===== src/rtl/core/rmic_pkg.sv =====
package rmic_pkg;

    localparam int DIM_W  = 16;
    localparam int IDX_W  = 48;
    localparam int REM_W  = DIM_W;
    // slice division walks every index bit, column division the rows*cols range
    localparam int NUM_A  = IDX_W;
    localparam int NUM_B  = 2 * DIM_W;
    localparam int NUM_CELLS = NUM_A + NUM_B;

    localparam logic OP_SUB2IDX = 1'b0;
    localparam logic OP_IDX2SUB = 1'b1;

    localparam logic [3:0] ADDR_ROWS   = 4'd0;
    localparam logic [3:0] ADDR_COLS   = 4'd4;
    localparam logic [3:0] ADDR_SLICES = 4'd8;
    localparam logic [3:0] ADDR_MODE   = 4'd12;

    typedef struct packed {
        logic             valid;
        logic             op;
        logic             oob;
        logic [IDX_W-1:0] sidx;
        logic [IDX_W-1:0] num;
        logic [REM_W-1:0] rem;
        logic [DIM_W-1:0] slice;
    } t_cell;

endpackage


===== src/rtl/core/rmic_front.sv =====
module rmic_front (
    input  logic                       i_clk,
    input  logic                       i_rst_n,
    input  logic                       i_en,
    input  logic                       i_valid,
    input  logic                       i_op,
    input  logic [rmic_pkg::DIM_W-1:0] i_row,
    input  logic [rmic_pkg::DIM_W-1:0] i_col,
    input  logic [rmic_pkg::DIM_W-1:0] i_slice,
    input  logic [rmic_pkg::IDX_W-1:0] i_index,
    input  logic [rmic_pkg::DIM_W-1:0] i_rows,
    input  logic [rmic_pkg::DIM_W-1:0] i_cols,
    input  logic [rmic_pkg::DIM_W-1:0] i_slices,
    output rmic_pkg::t_cell            o_cell
);

    logic                         r_v1, r_op1, r_oob1;
    logic [2*rmic_pkg::DIM_W-1:0] r_t1;
    logic [rmic_pkg::DIM_W-1:0]   r_si1;
    logic [rmic_pkg::IDX_W-1:0]   r_lin1;

    logic                         r_v2, r_op2, r_oob2;
    logic [rmic_pkg::IDX_W-1:0]   r_p2;
    logic [rmic_pkg::IDX_W-1:0]   r_lin2;

    rmic_pkg::t_cell              r_c3;

    logic [rmic_pkg::DIM_W-1:0]   n_mul_a;
    logic [rmic_pkg::DIM_W-1:0]   n_add;
    logic [2*rmic_pkg::DIM_W-1:0] n_t1;
    logic [rmic_pkg::IDX_W-1:0]   n_p2;

    always_comb begin
        // row*cols + col for subscripts, rows*cols for the bound of an index
        n_mul_a = (i_op == rmic_pkg::OP_IDX2SUB) ? i_rows : i_row;
        n_add   = (i_op == rmic_pkg::OP_IDX2SUB) ? '0 : i_col;
        n_t1    = n_mul_a * i_cols + {{rmic_pkg::DIM_W{1'b0}}, n_add};
        n_p2    = r_t1 * i_slices
                + {{(rmic_pkg::IDX_W-rmic_pkg::DIM_W){1'b0}},
                   ((r_op1 == rmic_pkg::OP_IDX2SUB) ? {rmic_pkg::DIM_W{1'b0}} : r_si1)};
    end

    always_ff @(posedge i_clk) begin
        if (!i_rst_n) begin
            r_v1 <= 1'b0;
            r_v2 <= 1'b0;
            r_c3.valid <= 1'b0;
        end else if (i_en) begin
            r_v1 <= i_valid;
            r_v2 <= r_v1;
            r_c3.valid <= r_v2;
        end
        if (i_en) begin
            r_op1  <= i_op;
            r_oob1 <= (i_row >= i_rows) || (i_col >= i_cols) || (i_slice >= i_slices);
            r_t1   <= n_t1;
            r_si1  <= i_slice;
            r_lin1 <= i_index;

            r_op2  <= r_op1;
            r_oob2 <= r_oob1;
            r_p2   <= n_p2;
            r_lin2 <= r_lin1;

            r_c3.op    <= r_op2;
            r_c3.oob   <= (r_op2 == rmic_pkg::OP_IDX2SUB) ? (r_lin2 >= r_p2) : r_oob2;
            r_c3.sidx  <= r_p2;
            r_c3.num   <= r_lin2;
            r_c3.rem   <= '0;
            r_c3.slice <= '0;
        end
    end

    assign o_cell = r_c3;

endmodule


===== config.mk =====
export PLATFORM = sky130hd
export DESIGN_NAME = rmic_front
export DESIGN_NICKNAME = d
export VERILOG_FILES = /design/src/rtl/core/rmic_pkg.sv /design/src/rtl/core/rmic_front.sv
export SDC_FILE = /design/constraint.sdc
export NUM_CORES = 2
export LEC_CHECK = 0
export ABC_AREA = 0
export BUFFER_PORTS_ARGS = -buffer_cell sky130_fd_sc_hd__buf_2
export CAP_MARGIN = 30
export CELL_PAD_IN_SITES_DETAIL_PLACEMENT = 2
export CELL_PAD_IN_SITES_GLOBAL_PLACEMENT = 2
export CORE_ASPECT_RATIO = 0.75
export CORE_UTILIZATION = 41
export CTS_CLUSTER_SIZE = 30
export DETAILED_ROUTE_END_ITERATION = 12
export PLACE_DENSITY_LB_ADDON = 0.1
export SLEW_MARGIN = 20
export SYNTH_ARGS = -nofsm -noshare
export SYNTH_HDL_FRONTEND = slang
export SYNTH_SLANG_ARGS = --single-unit

===== constraint.sdc =====
create_clock -name i_clk -period 9.62 [get_ports i_clk]
set_input_delay 1.443 -clock i_clk [delete_from_list [all_inputs] [get_ports i_clk]]
set_output_delay 1.443 -clock i_clk [all_outputs]
set_load 0.01 [all_outputs]

# --- Word-level counts from Yosys, hierarchy flattened ---
# Index checks and enable logic that the tools add are counted.
word_totals:
  ff_bits: 297
  latchBits: 0
  ramBits: 0
  rom_bits: 0
  in_bits: 149
  out_inout_bits: 131
  wordCells: 30
  memories: 0
op_classes:
  add_sub_neg: 2
  mul: 2
  div_mod_pow: 0
  magnitude_cmp: 4
  eq_ne: 0
  shifts: 0
  muxes: 4
  bitwise: 0
  reduce_logical: 2
op_table:
  columns: ["cell", "n"]
  rows:
  - ["adder 48 x 16 -> 48 bit", 1]
  - [">= comparator 16 bit", 3]
  - [">= comparator 48 bit", 1]
  - ["multiplier 32 x 16 -> 48 bit", 1]
  - ["2-to-1 mux 16 bit", 3]
  - ["adder 32 x 16 -> 32 bit", 1]
  - ["multiplier 16 x 16 -> 32 bit", 1]
  - ["logical OR 1 bit", 2]
  - ["2-to-1 mux 1 bit", 1]

# --- Logic depth before layout (Yosys ltp) ---
depth:
  word_depth: 3
  mapped_depth: 27
  mapped_depth_nobuf: 24

# --- Worst setup path after synthesis ---
# OpenSTA, ideal clock, no wires.
synth_timing:
  path_kind: "input port to flip-flop"
  start: "input i_op"
  end: "register r_t1[30] (netlist name) (data pin)"
  setup_time_ps: 261
  arrival_ps: 7655
  required_ps: 9359
  setup_slack_ps: 1704
  path_stages: 24
  n_path_buf: 3
  cell_sequence: "clkbuf_1 > buf_1 > mux2_2 > clkbuf_1 > nand2_1 > fa_1 > inv_1 > fa_1 > inv_1 > fa_1 > inv_1 > fa_1 > fa_1 > inv_1 > fa_1 > inv_1 > ha_1 > o21a_1 > nor2_1 > or3_1 > a21o_1 > a31o_2 > o31a_1 > a311o_1"
synth_via:
  elab_chain_cells: 3
  word_cells_on_any_way: 4
  classes_between: "1 x add/sub; 1 x mul; 2 x mux"
synth_rtl:
  columns: ["element", "line_no", "rtl"]
  rows:
  - ["from (decl)", "rmic_front.sv:6", "input logic i_op,"]
  - ["2-to-1 mux 16 bit", "rmic_front.sv:35", "n_mul_a = (i_op == rmic_pkg::OP_IDX2SUB) ? i_rows : i_row;"]
  - ["multiplier 16 x 16 -> 32 bit", "rmic_front.sv:37", "n_t1 = n_mul_a * i_cols + {{rmic_pkg::DIM_W{1'b0}}, n_add};"]
  - ["adder 32 x 16 -> 32 bit (*)", "rmic_front.sv:37", null]
  - ["named net n_t1, one bit", "rmic_front.sv:30", "logic [2*rmic_pkg::DIM_W-1:0] n_t1;"]
  - ["to (signal assigned)", "rmic_front.sv:56", "r_t1 <= n_t1;"]
  - ["to (decl)", "rmic_front.sv:18", "logic [2*rmic_pkg::DIM_W-1:0] r_t1;"]
# Mark *: on every way through the listed nets, which the timed path passes. The rest lies on a longest branch.
# A chain may end at the register's enable or synchronous reset.

# --- Final worst setup path ---
layout_timing:
  start: "input i_slices[1] (netlist name)"
  end: "register r_p2[43] (netlist name) (data pin)"
layout_via:
  elab_chain_cells: 2
layout_rtl:
  columns: ["element", "line_no", "rtl"]
  rows:
  - ["from (decl)", "rmic_front.sv:13", "input logic [rmic_pkg::DIM_W-1:0] i_slices,"]
  - ["multiplier 32 x 16 -> 48 bit", "rmic_front.sv:38", "n_p2 = r_t1 * i_slices"]
  - ["adder 48 x 16 -> 48 bit", "rmic_front.sv:39", "+ {{(rmic_pkg::IDX_W-rmic_pkg::DIM_W){1'b0}},"]
  - ["named net n_p2, one bit", "rmic_front.sv:31", "logic [rmic_pkg::IDX_W-1:0] n_p2;"]
  - ["to (signal assigned)", "rmic_front.sv:62", "r_p2 <= n_p2;"]
  - ["to (decl)", "rmic_front.sv:23", "logic [rmic_pkg::IDX_W-1:0] r_p2;"]
# The timed path passes the listed nets, and every way through them passes these cells.

==> results.md <==
* Run status: completed
* GRT Overall Usage at between 20% and 30%
* Tcrit/Tclk final at 83.0%
* Die height at roughly 270 um
* TritonCTS clock tree: built
* Via count at 26500
* Setup Crit Path Kind: in -> reg
* Worst-path maximum fanout at 33
* Core Footprint at 91400 um^2
* Critical path arrival at ~8.3 ns
* Distinct cells, synth at 73
* Area grow syn2layout at 9.58%
* Die ar. at just over 90000 um^2
* GPL Wtd Cong at 0.828
* Chip width at around 350 um
* Synth area leader: fa_1
* Share of cells above drive strength 1 at a little under a tenth
* Post-detail-place hpwl at just over 90000 um
* CTS Sinks at about 300
* Cells along the critical path: buf_2, nand2_1, fa_1, fa_1, fa_1, inv_1, fa_1, fa_1, inv_1, fa_1, inv_1, ha_1, nand4_1, or2_2, o211ai_1, nand3_1, a21oi_1, a21boi_0, xnor2_1
* Syn_area_per_cell at just over 10 um^2
* Warnings from Yosys at 0
* I/O Buffers at around 250
* Fill cells at 9771
* IO Count at 280
* Hold_sp: r_lin1[8]
* Final ANT Viol Nets at 0
* Flops & latches, synth at between 200 and 300
* Final nets at a little over 5000
* Share of synthesized registers carrying an async set or reset at 0%
* First-pass GRT wire length at approximately 180000 um
* CTS Hold Buffers Added at 0
* Clk buf depth at 3
* Clock Skew at slightly below 0.03 ns
* Setup TNS at 0 ns
* Vias per cell at 5.08
* Max-Cap Viols at 0
* Vias in the first global route at approximately 31000
* First DRT Iteration DRCs at 1179
* Post-CTS setup buffer count at 0
* Total routed wirelength at ~110000 um
* CTS root buf: clkbuf_16
* Clock Latency Late Sink at slightly below 0.6 ns
* Htree depth at 2
* Starting Density at about two fifths
* Worst relative slew slack at between 30% and 40%
* Synth top area share at approximately a third
* Routed len/inst at about 22 um
* Post-Syn Area at 37900 um^2
* Finish-stage setup viols at 0
* Hold/Removal Path Class: reg -> reg
* Critical Path Max Stage Delay at ~0.62 ns
* Design area at a little over 40000 um^2
* CP Capture Type: flop
* Non-filler instance count after layout at between 5000 and 6000
* Slowest cell on the critical path: buf_2
* CTS resizes at 0
* EDFF count, synth at 294
* CTS buffer count at 36
* Rows at between 90 and 100
* Area of the multi-input gates at 24900 um^2
* Initial antenna violation count at 9
* Register area share after synthesis at 23.5%
* Worst R2R Start: r_t1[7]
* Setup repair after global routing missed its margin: false
* Slew @ Worst Pin at between 0.9 and 1 ns
* First-pass iteration count of the detailed router at 11
* Required @ worst endpoint at approximately 10 ns
* Post-layout min period at approximately 8.0 ns
* Startpoint Class: input port
* Final hold vios at 0
* Sequential cell area at 8890 um^2
* Most frequent CP cell: fa_1
* Cell area after placement at between 40000 and 50000 um^2
* Highest Clock Rate at about 0.13 GHz
* Dominant cells by area after synthesis: fa_1, edfxtp_1, ha_1
* Top_reg_cell synth: edfxtp_1
* Max Slew Vio Count at 0
* # DRC at 0
* Overflow after GRT at 0
* Crit path launch: i_slices[1]
* Synth Instances at 3765
* Largest net degree at the start of global routing at between 70 and 80
* Placed cells at a little over 5000
* Worst-path clk slew at 0.06 ns
## placed cells by master, fill, tap and decap left out, types with 12 or more instances in the layout
cell / count
inv_1: 922
nand4_1: 25
xnor2_1: 43
buf_2: 246
nand2b_1: 42
a21o_1: 49
mux2_2: 15
fa_1: 644
nand2_1: 485
a21oi_1: 96
o21ai_0: 53
xor2_1: 21
and2_1: 256
buf_4: 33
conb_1: 32
nor2b_1: 19
ha_1: 340
mux2i_1: 12
nand3_1: 19
nor2_1: 120
o21a_1: 13
edfxtp_1: 294
clkbuf_16: 36
## sequential cells by signal, indices dropped and copies added (netlist names)
name	cells
r_t1	32
r_si1	16
o_cell	99
r_p2	48
r_v2	1
r_v1	1
r_lin1	48
r_op1	1
r_op2	1
r_oob1	1
r_oob2	1
r_lin2	48
## path summary, 6_finish.rpt
check                   end  slack (ns)  cells after the start
setup reg to reg   r_p2[43]        2.20                     20
setup / recovery   r_p2[43]        1.63                     19
hold reg to reg   r_lin2[8]        0.42                      0
hold / removal    r_lin2[8]        0.42                      0
## worst max-delay path: cells and delay by family
family          cells  cell delay (ns)
fa+ha+maj           7             3.47
compound gates      3             1.25
simple gates        4             1.15
buf+inv             4             0.78
xor+xnor            1             0.16
## stage by stage
| stage | worst slack [ns] | hold slack [ns] | utilization (%) |
|---|---|---|---|
| CTS | 1.57 | 0.419 | 45.4 |
| global route | 1.25 | 0.426 | 45.4 |
| finish | 1.63 | 0.417 | 45.4 |
| floorplan | 1.70 | 0.400 | - |
| global placement | 1.24 | 0.401 | 44.1 |
| detailed placement | 0.947 | 0.405 | 44.1 |
## logic make-up (layout without fill, tap and decap cells)
| family | after synthesis | count (layout) | share of synthesized area, % |
|---|---|---|---|
| flops | 297 | 297 | 23.5 |
| mux | 27 | 27 | 0.763 |
| compound gates | 299 | 299 | 5.20 |
| simple gates | 1013 | 1013 | 12.7 |
| other cells | 1 | 35 | 0.00991 |
| fa+ha+maj | 984 | 984 | 45.3 |
| xor+xnor | 64 | 64 | 1.48 |
| buf+inv | 1080 | 1269 | 11.0 |
## final cells by class
class	instances	area share (%)
Sequential cell	297	21.4
Tap cell	1225	3.69
Inverter	923	8.35
Multi-Input combinational cell	2419	60.0
Clock buffer	47	2.32
Antenna cell	3	0.0181
Clock inverter	18	0.495
Timing Repair Buffer	281	3.65
## Yosys cell counts (12+ instances only)
cell type	instances
clkbuf_1	122
xor2_1	21
inv_1	922
nand2b_1	42
a21oi_1	96
o21ai_0	53
a21o_1	49
and2_1	256
nand3_1	19
buf_4	32
nand2_1	485
fa_1	644
ha_1	340
mux2i_1	12
o21a_1	13
nand4_1	25
edfxtp_1	294
xnor2_1	43
nor2_1	120
mux2_2	15
nor2b_1	19
## metal layers
layer,GRT usage (%),part of all wire [%],vias to the layer above,wire (um)
met5,0,0.033,-,38
met2,45.1,50,385,57700
met3,2.49,3.5,112,3990
met1,33.9,44,14200,50600
met4,5.08,1.8,6,2110
li1,-,-,11800,-
Power is not shown: default switching activity piles up to over one toggle a cycle in this logic, so the estimate is an artifact.
