--- src/rtl/core/rmic_pkg.sv ---
package rmic_pkg;

    localparam int DIM_W  = 16;
    localparam int IDX_W  = 48;
    localparam int REM_W  = DIM_W;
    // slice division walks every index bit, column division the rows*cols range
    localparam int NUM_A  = IDX_W;
    localparam int NUM_B  = 2 * DIM_W;
    localparam int NUM_CELLS = NUM_A + NUM_B;

    localparam logic OP_SUB2IDX = 1'b0;
    localparam logic OP_IDX2SUB = 1'b1;

    localparam logic [3:0] ADDR_ROWS   = 4'd0;
    localparam logic [3:0] ADDR_COLS   = 4'd4;
    localparam logic [3:0] ADDR_SLICES = 4'd8;
    localparam logic [3:0] ADDR_MODE   = 4'd12;

    typedef struct packed {
        logic             valid;
        logic             op;
        logic             oob;
        logic [IDX_W-1:0] sidx;
        logic [IDX_W-1:0] num;
        logic [REM_W-1:0] rem;
        logic [DIM_W-1:0] slice;
    } t_cell;

endpackage

--- src/rtl/core/rmic_cell.sv ---
module rmic_cell (
    input  logic                       i_clk,
    input  logic                       i_rst_n,
    input  logic                       i_en,
    input  logic [rmic_pkg::DIM_W-1:0] i_div,
    input  rmic_pkg::t_cell            i_cell,
    output rmic_pkg::t_cell            o_cell
);

    rmic_pkg::t_cell           r_cell;
    logic [rmic_pkg::REM_W:0]  n_sh;
    logic                      n_ge;
    logic [rmic_pkg::REM_W:0]  n_rem;

    // one restoring division step: shift in the next dividend bit, try subtract
    always_comb begin
        n_sh  = {i_cell.rem, i_cell.num[rmic_pkg::IDX_W-1]};
        n_ge  = n_sh >= {1'b0, i_div};
        n_rem = n_ge ? (n_sh - {1'b0, i_div}) : n_sh;
    end

    always_ff @(posedge i_clk) begin
        if (!i_rst_n) begin
            r_cell.valid <= 1'b0;
        end else if (i_en) begin
            r_cell.valid <= i_cell.valid;
        end
        if (i_en) begin
            r_cell.op    <= i_cell.op;
            r_cell.oob   <= i_cell.oob;
            r_cell.sidx  <= i_cell.sidx;
            r_cell.num   <= {i_cell.num[rmic_pkg::IDX_W-2:0], n_ge};
            r_cell.rem   <= n_rem[rmic_pkg::REM_W-1:0];
            r_cell.slice <= i_cell.slice;
        end
    end

    assign o_cell = r_cell;

endmodule

--- config.mk ---
export PLATFORM = sky130hd
export DESIGN_NAME = rmic_cell
export DESIGN_NICKNAME = d
export VERILOG_FILES = /design/src/rtl/core/rmic_pkg.sv /design/src/rtl/core/rmic_cell.sv
export SDC_FILE = /design/constraint.sdc
export NUM_CORES = 1
export LEC_CHECK = 0
export BUFFER_PORTS_ARGS = -buffer_cell sky130_fd_sc_hd__buf_2
export CORE_MARGIN = 3
export CORE_UTILIZATION = 40
export DETAILED_ROUTE_END_ITERATION = 6
export PLACE_DENSITY = 0.72
export SYNTH_ARGS = -nofsm -noshare
export SYNTH_HDL_FRONTEND = slang
export SYNTH_SLANG_ARGS = --single-unit
--- constraint.sdc ---
create_clock -name i_clk -period 2.35 [get_ports i_clk]
set_input_delay 0 -clock i_clk [delete_from_list [all_inputs] [get_ports i_clk]]
set_output_delay 0 -clock i_clk [all_outputs]
set_load 0.02 [all_outputs]
=== Yosys cells after proc, flatten, opt, wreduce, memory -nomap -nowiden ===
Index checks and enable logic that the tools add are counted.

* Order comparisons: 1
* Add/subtract/negate cells: 1
* Multiplexer cells: 1

{| class="wikitable"
|+ Operator list
! operator !! count
|-
| 17-bit by 16-bit greater-or-equal comparator with 1-bit output || 1
|-
| 16-bit 2-to-1 mux || 1
|-
| 16-bit subtractor || 1
|}

* Output and inout bits: 131
* Bits in registers: 131
* Input port bits: 150
* Logic and storage cells: 10

=== Depth between registers and ports, before layout ===
Gate-level depths: netlist of run 1.

* Depth in word-level cells: 2
* Depth in mapped cells: 12
* Depth with buffers taken out: 9

=== Worst setup path before layout of run 1 ===
OpenSTA, ideal clock, no wires.

* Kind: input -> register
* From: in i_div[12] in the netlist's numbering
* To: reg r_cell (netlist bit o_cell[18]) (data pin)
* Setup time: 0.260 ns
* Cell stages on the path: 12
* Buffers on the path: 4
* Required time: 2.090 ns
* Data arrival time: 1.970 ns
* Path slack: 0.120 ns
* Cell sequence: inv_1 > ha_1 > buf_6 > and2_4 > buf_6 > a221o_1 > a21boi_4 > and2_4 > buf_8 > inv_4 > buf_12 > mux2_4

* Word-level cells in the longest chain between the ends: 2

{| class="wikitable"
|+ Ends and longest elaborated chain
! element !! RTL line !! text
|-
| start: declaration || rmic_cell.sv:5 || <nowiki>input logic [rmic_pkg::DIM_W-1:0] i_div,</nowiki>
|-
| 17-bit by 16-bit greater-or-equal comparator with 1-bit output || rmic_cell.sv:18 || <nowiki>n_ge = n_sh >= {1'b0, i_div};</nowiki>
|-
| named net n_ge || rmic_cell.sv:12 || <nowiki>logic n_ge;</nowiki>
|-
| 16-bit 2-to-1 mux || rmic_cell.sv:19 || <nowiki>n_rem = n_ge ? (n_sh - {1'b0, i_div}) : n_sh;</nowiki>
|-
| named net n_rem, one bit || rmic_cell.sv:13 || <nowiki>logic [rmic_pkg::REM_W:0] n_rem;</nowiki>
|-
| end: declaration || rmic_cell.sv:10 || <nowiki>rmic_pkg::t_cell r_cell;</nowiki>
|}

The timed path passes the listed nets, and every way through them passes these cells.
A chain may end at the register's enable or synchronous reset.

=== Final worst setup path of run 1 ===
* From: in i_cell[25] in the netlist's numbering
* To: reg r_cell (netlist bit o_cell[31]) (data pin)

* Word-level cells in the longest chain between the ends: 2
* Elaborated cells on any way between the ends: 3
* Those cells by class: 1 x add/sub; 1 x order compare; 1 x mux

{| class="wikitable"
|+ Ends and longest elaborated chain
! element !! RTL line !! text
|-
| start: declaration || rmic_cell.sv:6 || <nowiki>input rmic_pkg::t_cell i_cell,</nowiki>
|-
| 16-bit subtractor or 17-bit by 16-bit greater-or-equal comparator with 1-bit output (tied branches) || rmic_cell.sv:19, rmic_cell.sv:18 ||
|-
| 16-bit 2-to-1 mux * || rmic_cell.sv:19 ||
|-
| named net n_rem, one bit || rmic_cell.sv:13 ||
|}

Mark *: on every way through the listed nets, which the timed path passes. The rest lies on a longest branch.

==> results of run 1 <==
synth_stat cells (2+ instances only):
library cell	count	area share
xnor2_1	5	0.0085
and2_4	2	0.0034
a31oi_1	2	0.0024
o31ai_1	5	0.0073
nand2b_1	2	0.0024
inv_1	19	0.014
ha_1	16	0.039
nand2_1	5	0.0037
xor2_1	4	0.0068
a21oi_1	3	0.0029
a21boi_0	3	0.0044
nor2_1	12	0.0088
nand3_1	7	0.0068
a211o_1	3	0.0051
o211ai_1	2	0.0029
nor3_1	3	0.0029
mux2_4	8	0.023
edfxtp_1	130	0.76
o211a_1	2	0.0039
mux2i_1	2	0.0039
a211oi_1	3	0.0044
nor2b_1	2	0.0024
buf_6	2	0.0044
a21o_1	5	0.0073
and3b_1	2	0.0034
and3_1	2	0.0024
o21a_1	6	0.0088
o21ai_0	9	0.0088
nand4_1	2	0.0024
metrics by stage:
| step | utilization | cells | cell area [um^2] | total power [mW] | worst slack [ps] |
|---|---|---|---|---|---|
| detailed placement | 0.555 | 744 | 6810 | 3.92 | 82.8 |
| floorplan | - | 286 | 5130 | 3.47 | 120 |
| finish | 0.719 | 911 | 8810 | 6.89 | 71.2 |
| global placement | 0.555 | 744 | 6810 | 3.91 | 121 |
| CTS | 0.714 | 907 | 8750 | 6.87 | 21.7 |
| global route | 0.719 | 911 | 8810 | 7.13 | 9.92 |
worst min-delay path by stage:
stage,from,endpoint,slack [ps],cells after the start
5_1_grt,i_div[0],o_cell[16],100,3
6_report,i_div[0],o_cell[16],100,3
3_5_place_dp,i_cell[57],o_cell[58],180,1
3_3_place_gp,i_cell[57],o_cell[58],180,1
4_1_cts,i_div[0],o_cell[16],80,3
2_1_floorplan,i_cell[0],o_cell[0],100,0
worst max-delay path: cells and delay by family:
kind | cells | cell delay, ps
AND/OR/NAND/NOR | 2 | 240
adder cells (fa/ha/maj) | 1 | 380
AO/OA/AOI/OAI | 3 | 590
multiplexers | 1 | 370
buffers and inverters | 3 | 850
final cells by class:
type                       instances  area (um^2)
sequential                       131         3920
fill                             767         3450
timing repair buffer             430         2870
multi-input combinational        130         1100
clock buffer                      17          425
tap                              168          210
clock inverter                    15          205
inverter                          20         77.6
power groups by stage:
stage,logic [mW],registers (mW),clock network [mW]
2_1_floorplan,0.288,3.18,0
3_3_place_gp,1.01,2.90,0
3_5_place_dp,1.02,2.90,0
4_1_cts,1.20,2.86,2.82
5_1_grt,1.31,2.89,2.94
6_report,1.24,2.87,2.78
per-layer routing:
| metal | up-vias | GRT usage |
|---|---|---|
| met3 | 37 | 0.0689 |
| met2 | 221 | 0.449 |
| met4 | 0 | 0.0912 |
| li1 | 2005 | - |
| met5 | - | 0 |
| met1 | 2109 | 0.271 |
kinds of logic after synthesis:
group / after synthesis / synth area share
AO/OA/AOI/OAI: 52 / 0.0788
XOR/XNOR: 9 / 0.0154
adder cells (fa/ha/maj): 17 / 0.0429
buffers and inverters: 25 / 0.0271
flip-flops: 131 / 0.765
multiplexers: 11 / 0.0295
AND/OR/NAND/NOR: 41 / 0.0417
repair_timing:
action,4_1_cts,5_1_grt
resized for setup,0,9
endpoints found under the hold margin,130,0
hold buffers,131,0
setup buffers,0,4
setup endpoints to repair,0,10
==> metrics, run 1 <==
crit path DAT=2440 ps; vias in the first global route=~4.7k; status=completed; Max VDD drop=366 uV; CTS tree=built; Max Buffers Root-to-Sink=2; Worst-Skew Late Latency=410 ps; first-pass GRT wire length=26500 um; GPL Wtd Cong=0.833; endpoints failing setup=0; r2r startpoint=o_cell[130]; max-slew violation count=0; HPWL after DPL=about 11000 um; max FFs per register=131; Period minus WS final=2280 ps; crit start category=primary input; # clock sinks=approximately 130; Avg WL per Cell=just under 20 um; switching portion of total power=0.253; Cell Pwr Density=approximately 780 nW/um^2; die height=roughly 120 um; Switching Power=~1.7 mW; Crit. Startpoint=i_cell[25]; Hold WS=around 100 ps; Antenna diodes=0; Met1 Routed Length=roughly 6500 um; number of max-cap violations=0; initial antenna violation count=0; Int Pwr=5.15 mW; relative slew slack=0.634; Critical Path Fanout Max=11; share of cells above drive strength 1=0.476; DRT Pass-1 Iters=4; worst r2r path cells=3; H-tree Lvls=4; DRC violations left=0; actual slew at the worst max-slew pin=around 550 ps; clock transition at the registers of the reported paths=around 60 ps; Gate Count Post-Synth=between 200 and 300; R2R Path End=o_cell[130]; CTS buffer count=17; largest net degree at the start of global routing=44; most frequent cells in the layout=buf_2 (279), dlygate4sd3_1 (131), edfxtp_1 (130); Via Count=approximately 4.4k; RSZ-0062 raised after global routing=no; fraction of registers with async set/reset=0; Crit. End Element=flip-flop; final net count=approximately 900; Logic pwr share=0.179; core area=between 10000 and 15000 um^2; FP Rows=40; Top Metal Used=met4; Static Leakage=a little under 4 nW; Post-Route Skew=0 ps; Starting Density=0.418; Total Wirelength=approximately 18000 um; r2r setup slk=~1200 ps; Unique masters post-synth=between 40 and 50; Root Driver=clkbuf_16; Tcrit/Tclk final=0.970; antenna viol nets, final=0; vias per cell=approximately 4.8; met2 wire len=about 9500 um; Data required, critical path=~2500 ps; post-synthesis register bit count=roughly 130; delay of the slowest cell on the worst path=around 530 ps; maximum clock rate=439 MHz; Clk pwr share=0.403; commonest non-fill, non-tap cell in the layout=buf_2; Synth-to-Final Area Change=71.8%; Post-synth EDFFs=130; PortBufs=280; slowest CP cell=dlygate4sd3_1; CP Capture Point=o_cell[31]; Die X=119 um; Final Hold Viols=0; GR Overflow Total=0; synth warn=0; Met3 Wirelength=1160 um; number of DRC violations after detailed-routing iteration 0=~260; Syn Nets=around 450; DIE AREA=~14000 um^2; top_reg_cell synth=edfxtp_1; I/O Pins=around 280; GRT Total Usage=0.246; cells along the critical path=dlygate4sd3_1, buf_2, ha_2, nand2_1, o21ai_1, a221o_1, a21boi_4, and2_4, inv_4, mux2_2; Worst Hold Class=in -> reg; Setup TNS=0 ps; Seq/Total Area, Yosys=0.765; Post-Syn Area=~5000 um^2; sequential power share=0.417; Crit Path Class=in -> reg; syn_area_per_cell=about 18 um^2
No activity file was read; power rests on OpenSTA's default activity.
==> inputs of run 2 (changes only) <==
Settings changed: PLACE_DENSITY 0.72 to not set, PLACE_DENSITY_LB_ADDON set to 0.08.
==> metrics, run 2 (synthesis results as in run 1) <==
DRT Pass-1 Iters=6 (+2); Non-Filler Instances=899 (-1.3%); relative slew slack=0.563 (-0.0714); maximum clock rate=442 MHz (+0.62%); HPWL after DPL=10700 um (-1.5%); share of cells above drive strength 1=0.458 (-0.0182); Design Power=6.49 mW (-5.7%); max FFs per register=131 (unchanged); Total Wirelength=15900 um (-10%); Synth-to-Final Area Change=68.5%; placed inst area=6750 um^2 (-0.88%); post-layout util=0.705 (-0.0138); Starting Density=0.418 (unchanged); vias in the first global route=4341 (-6.9%); Final Hold Viols=0 (unchanged); Final Cell Area=8640 um^2 (-1.9%); first-pass GRT wire length=24000 um (-9.6%); initial antenna violation count=0 (unchanged); GPL Wtd Cong=0.859 (+3.2%); actual slew at the worst max-slew pin=656 ps (+107 ps); final net count=886 (-1.2%); max-slew violation count=0 (unchanged); number of DRC violations after detailed-routing iteration 0=213 (-19%); Data required, critical path=2500 ps (about the same); core area=12300 um^2 (unchanged); GRT Total Usage=0.222 (-0.0238); Worst Hold Depth=3 (unchanged); Period minus WS final=2260 ps (-14.1 ps); Avg WL per Cell=17.7 um (-8.9%); crit path DAT=2410 ps (-30 ps); number of max-cap violations=0 (unchanged); Max VDD drop=425 uV (+16%); vias per cell=4.63 (-3.4%); GR Overflow Total=0 (unchanged); CTS buffer count=17 (unchanged); I/O Pins=281 (unchanged); # clock sinks=131 (unchanged); Via Count=4166 (-4.7%); Cell Pwr Density=751 nW/um^2 (-3.9%); crit start category=primary input; H-tree Lvls=4 (unchanged); antenna viol nets, final=0 (unchanged); largest net degree at the start of global routing=117 (+170%); Post-Route Skew=0 ps (unchanged); Antenna diodes=0 (unchanged); clock transition at the registers of the reported paths=50 ps (about the same); Hold WS=91.8 ps (-11.0 ps); Worst-Skew Late Latency=400 ps (about the same); status=completed; Static Leakage=3.85 nW (-2.4%); Tcrit/Tclk final=0.964 (-0.00600); worst r2r path cells=3 (unchanged); Die X=119 um (unchanged); most frequent cells in the layout=buf_2 (279), dlygate4sd3_1 (132), edfxtp_1 (130); dpl cells=736 (-1.1%); FP Rows=40 (unchanged); die height=119 um (unchanged); DRC violations left=0 (unchanged); Max Buffers Root-to-Sink=2 (unchanged); endpoints failing setup=0 (unchanged); # Post-CTS Setup Buffers=0 (unchanged); DIE AREA=14200 um^2 (unchanged); Root Driver=clkbuf_16; Critical Path Fanout Max=11 (unchanged); commonest non-fill, non-tap cell in the layout=buf_2; Worst Hold Class=in -> reg; r2r setup slk=1200 ps (+30 ps); PortBufs=280 (unchanged); Crit. End Element=flip-flop; CTS tree=built; Crit Path Class=in -> reg
## run 2: changes by cell type in the layout (fill, tap and decap cells not counted), sizes merged
cell         previous run  this run
bufinv                  4         2
dlygate4sd3           131       132
inv                    23        21
clkinv                  7         8
clkbuf                 17        18
buf                   299       287
clkinvlp                1         2
## run 2: worst paths after layout
| path | start | to |
|---|---|---|
| max | i_cell[22] | o_cell[31] |
| min | i_div[0] | o_cell[16] |
| max reg2reg | o_cell[130] | o_cell[130] |
| min reg2reg | o_cell[130] | o_cell[130] |
## run 2: worst max-delay path, stage by stage
cell	delay (ps)
dlygate4sd3_1	540
buf_2	130
ha_1	380
nand4_1	150
nor2_1	250
a31oi_1	120
a21boi_4	150
and2_4	190
inv_6	140
mux2_2	350
## run 2: layout make-up
cell class,instances,area (um^2)
repair buffers,419,2790
clock buffers,18,429
multi-input cells,130,1090
inverters,20,80.1
clock inverters,13,118
fillers,849,3620
flip-flops and latches,131,3920
well taps,168,210
## run 2: layer usage
layer | share of wire | up-vias | global-route usage
li1 | - | 1982 | -
met1 | 0.36 | 1962 | 0.238
met2 | 0.54 | 194 | 0.403
met3 | 0.069 | 28 | 0.0646
met4 | 0.027 | 0 | 0.0985
met5 | 0 | - | 0
## run 2: power breakdown
part	total [mW]	internal, mW	switching (mW)
clock	2.44	1.53	0.911
sequential	2.86	2.81	0.0498
combinational	1.19	0.535	0.656
## run 2: repair_timing
action | in CTS | in global routing
hold buffers | 132 | 0
endpoints found under the hold margin | 144 | 0
endpoints found under the setup margin | 0 | 10
gates resized for setup | 0 | 8
## run 2: stage by stage
stage | setup TNS, ps | setup WS [ps]
4_1_cts | 0 | 47.6
3_3_place_gp | 0 | 126
3_5_place_dp | 0 | 68.5
5_1_grt | -0.255 | -0.255
2_1_floorplan | 0 | 120
6_report | 0 | 85.3
==> inputs of run 3 (changes only) <==
Settings changed: CORE_UTILIZATION 40 to 30.
==> metrics, run 3 (synthesis results as in run 1) <==
critical path depth in cells=10 (unchanged); cell family with most CP delay=compound AO/OA/AOI/OAI gates; crit path DAT=2440 ps (+30 ps); max-slew violation count=0 (unchanged); HP Start=i_div[0]; Via Count=4122 (-1.1%); share of cells above drive strength 1=0.475 (+0.0168); FP Rows=47 (+18%); Critical path buffers and inverters=3 (unchanged); HPWL after DPL=11200 um (+5.2%); Max VDD drop=483 uV (+14%); GR Overflow Total=0 (unchanged); endpoints failing setup=0 (unchanged); die height=137 um (+15%); commonest non-fill, non-tap cell in the layout=buf_2; CTS tree=built; most frequent cells in the layout=buf_2 (279), dlygate4sd3_1 (132), edfxtp_1 (130); Top Metal Used=met4; Cell Pwr Density=732 nW/um^2 (-2.5%); first-pass GRT wire length=22200 um (-7.3%); switching portion of total power=0.267 (+0.0183); Worst Hold Depth=3 (unchanged); max FFs per register=131 (unchanged); Avg WL per Cell=16.3 um (-8.0%); Setup WS pre-CTS=110 ps (+41.8 ps); H-tree Lvls=4 (unchanged); post-layout util=0.528 (-0.177); worst hold endpoint=o_cell[16]; Tcrit/Tclk final=0.968 (+0.00436); Crit Path Class=in -> reg; Synth-to-Final Area Change=71.1%; # clock sinks=131 (unchanged); maximum clock rate=440 MHz (-0.45%); Worst Hold Class=in -> reg; DIE AREA=18700 um^2 (+32%); Design Power=6.43 mW (-1.0%); vias in the first global route=4125 (-5.0%); antenna viol nets, final=0 (unchanged); Final Cell Area=8780 um^2 (+1.6%); Starting Density=0.308 (-0.110); largest net degree at the start of global routing=56 (-52%); GRT Total Usage=0.158 (-0.0638); Period minus WS final=2270 ps (+10.2 ps); DRT Pass-1 Iters=4 (-2); Logic pwr share=0.188 (+0.005); Met1 Routed Length=6150 um (+6.6%); final net count=895 (+1.0%); Antenna diodes=0 (unchanged); Clk pwr share=0.368 (-0.008); core area=16600 um^2 (+36%); met2 wire len=8090 um (-5.9%); DRC violations left=0 (unchanged); r2r startpoint=o_cell[130]; vias per cell=4.29 (-7.4%); slowest CP cell=dlygate4sd3_1; Int Pwr=4.71 mW (-3.4%); I/O Pins=281 (unchanged); Critical Path Fanout Max=11 (unchanged); delay of the slowest cell on the worst path=540 ps (about the same); relative slew slack=0.781 (+0.218); Setup TNS=0 ps (unchanged); Static Leakage=3.90 nW (+1.1%); placed inst area=6860 um^2 (+1.7%); CTS buffer count=17 (unchanged); number of max-cap violations=0 (unchanged); R2R Path End=o_cell[130]; Post-Route Skew=0 ps (unchanged); crit start category=primary input; RSZ-0062 raised after global routing=no; Switching Power=1.72 mW (+6.3%); r2r setup slk=1200 ps (about the same); PortBufs=280 (unchanged); Max Buffers Root-to-Sink=2 (unchanged); Final Hold Viols=0 (unchanged); Die X=137 um (+15%); sequential power share=0.444 (+0.003); Crit. End Element=flip-flop; Met3 Wirelength=1200 um (+10%); actual slew at the worst max-slew pin=326 ps (-330 ps); post-route setup slack=75.1 ps (-10.2 ps); clock transition at the registers of the reported paths=60 ps (about the same); Root Driver=clkbuf_16; initial antenna violation count=0 (unchanged); Data required, critical path=2510 ps (about the same); GPL Wtd Cong=0.798 (-7.2%); cells along the critical path=dlygate4sd3_1, buf_2, ha_1, a21oi_2, o21ai_2, a221o_1, a21boi_4, and2_4, inv_6, mux2_4; Worst-Skew Late Latency=410 ps (about the same); number of DRC violations after detailed-routing iteration 0=226 (+6.1%); Total Wirelength=15600 um (-1.7%); status=completed; worst r2r path cells=3 (unchanged)
run 3: how the worst max path moves through the flow:
stage / start / end / slack (ps)
floorplan: i_div[12] / o_cell[18] / 120
global placement: i_div[2] / o_cell[28] / 140
detailed placement: i_div[8] / o_cell[18] / 110
CTS: i_cell[79] / o_cell[28] / 20
global route: i_cell[23] / o_cell[23] / 0.07
finish: i_cell[23] / o_cell[18] / 80
run 3: through the flow:
step / hold WS [ps] / std cells
finish: 74.1 / 961
global route: 102 / 961
detailed placement: 178 / 793
CTS: 56.8 / 957
global placement: 177 / 793
floorplan: 98.9 / 286
run 3: timing repair:
| action | CTS | global route |
|---|---|---|
| endpoints found under the setup margin | 0 | 13 |
| hold buffers | 132 | 0 |
| setup buffers | 0 | 4 |
| resized for setup | 0 | 10 |
| hold endpoints to repair | 146 | 0 |
run 3: final cells by class:
cell class                 count  area [um^2]
clock inverter                15          108
tap                          220          275
sequential                   131         3920
fill                        1421         7860
timing repair buffer         428         2870
multi-input combinational    130         1100
inverter                      20         80.1
clock buffer                  17          425
run 3: power groups by stage:
stage / clock network, mW / registers, mW / logic, mW
after global placement: 0 / 2.90 / 1.02
after CTS: 2.45 / 2.86 / 1.20
after floorplan: 0 / 3.18 / 0.288
final: 2.37 / 2.86 / 1.21
after global routing: 2.55 / 2.87 / 1.30
after detailed placement: 0 / 2.90 / 1.02
run 3: tightest hold or removal path, stage by stage:
cell and delay (ps):
buf_2 80, ha_1 150, o21ai_0 90
run 3: layer usage:
layer | up-vias | global-route usage
met2 | 169 | 0.280
met1 | 1943 | 0.185
met3 | 15 | 0.0493
li1 | 1995 | -
met5 | - | 0
met4 | 0 | 0.0460
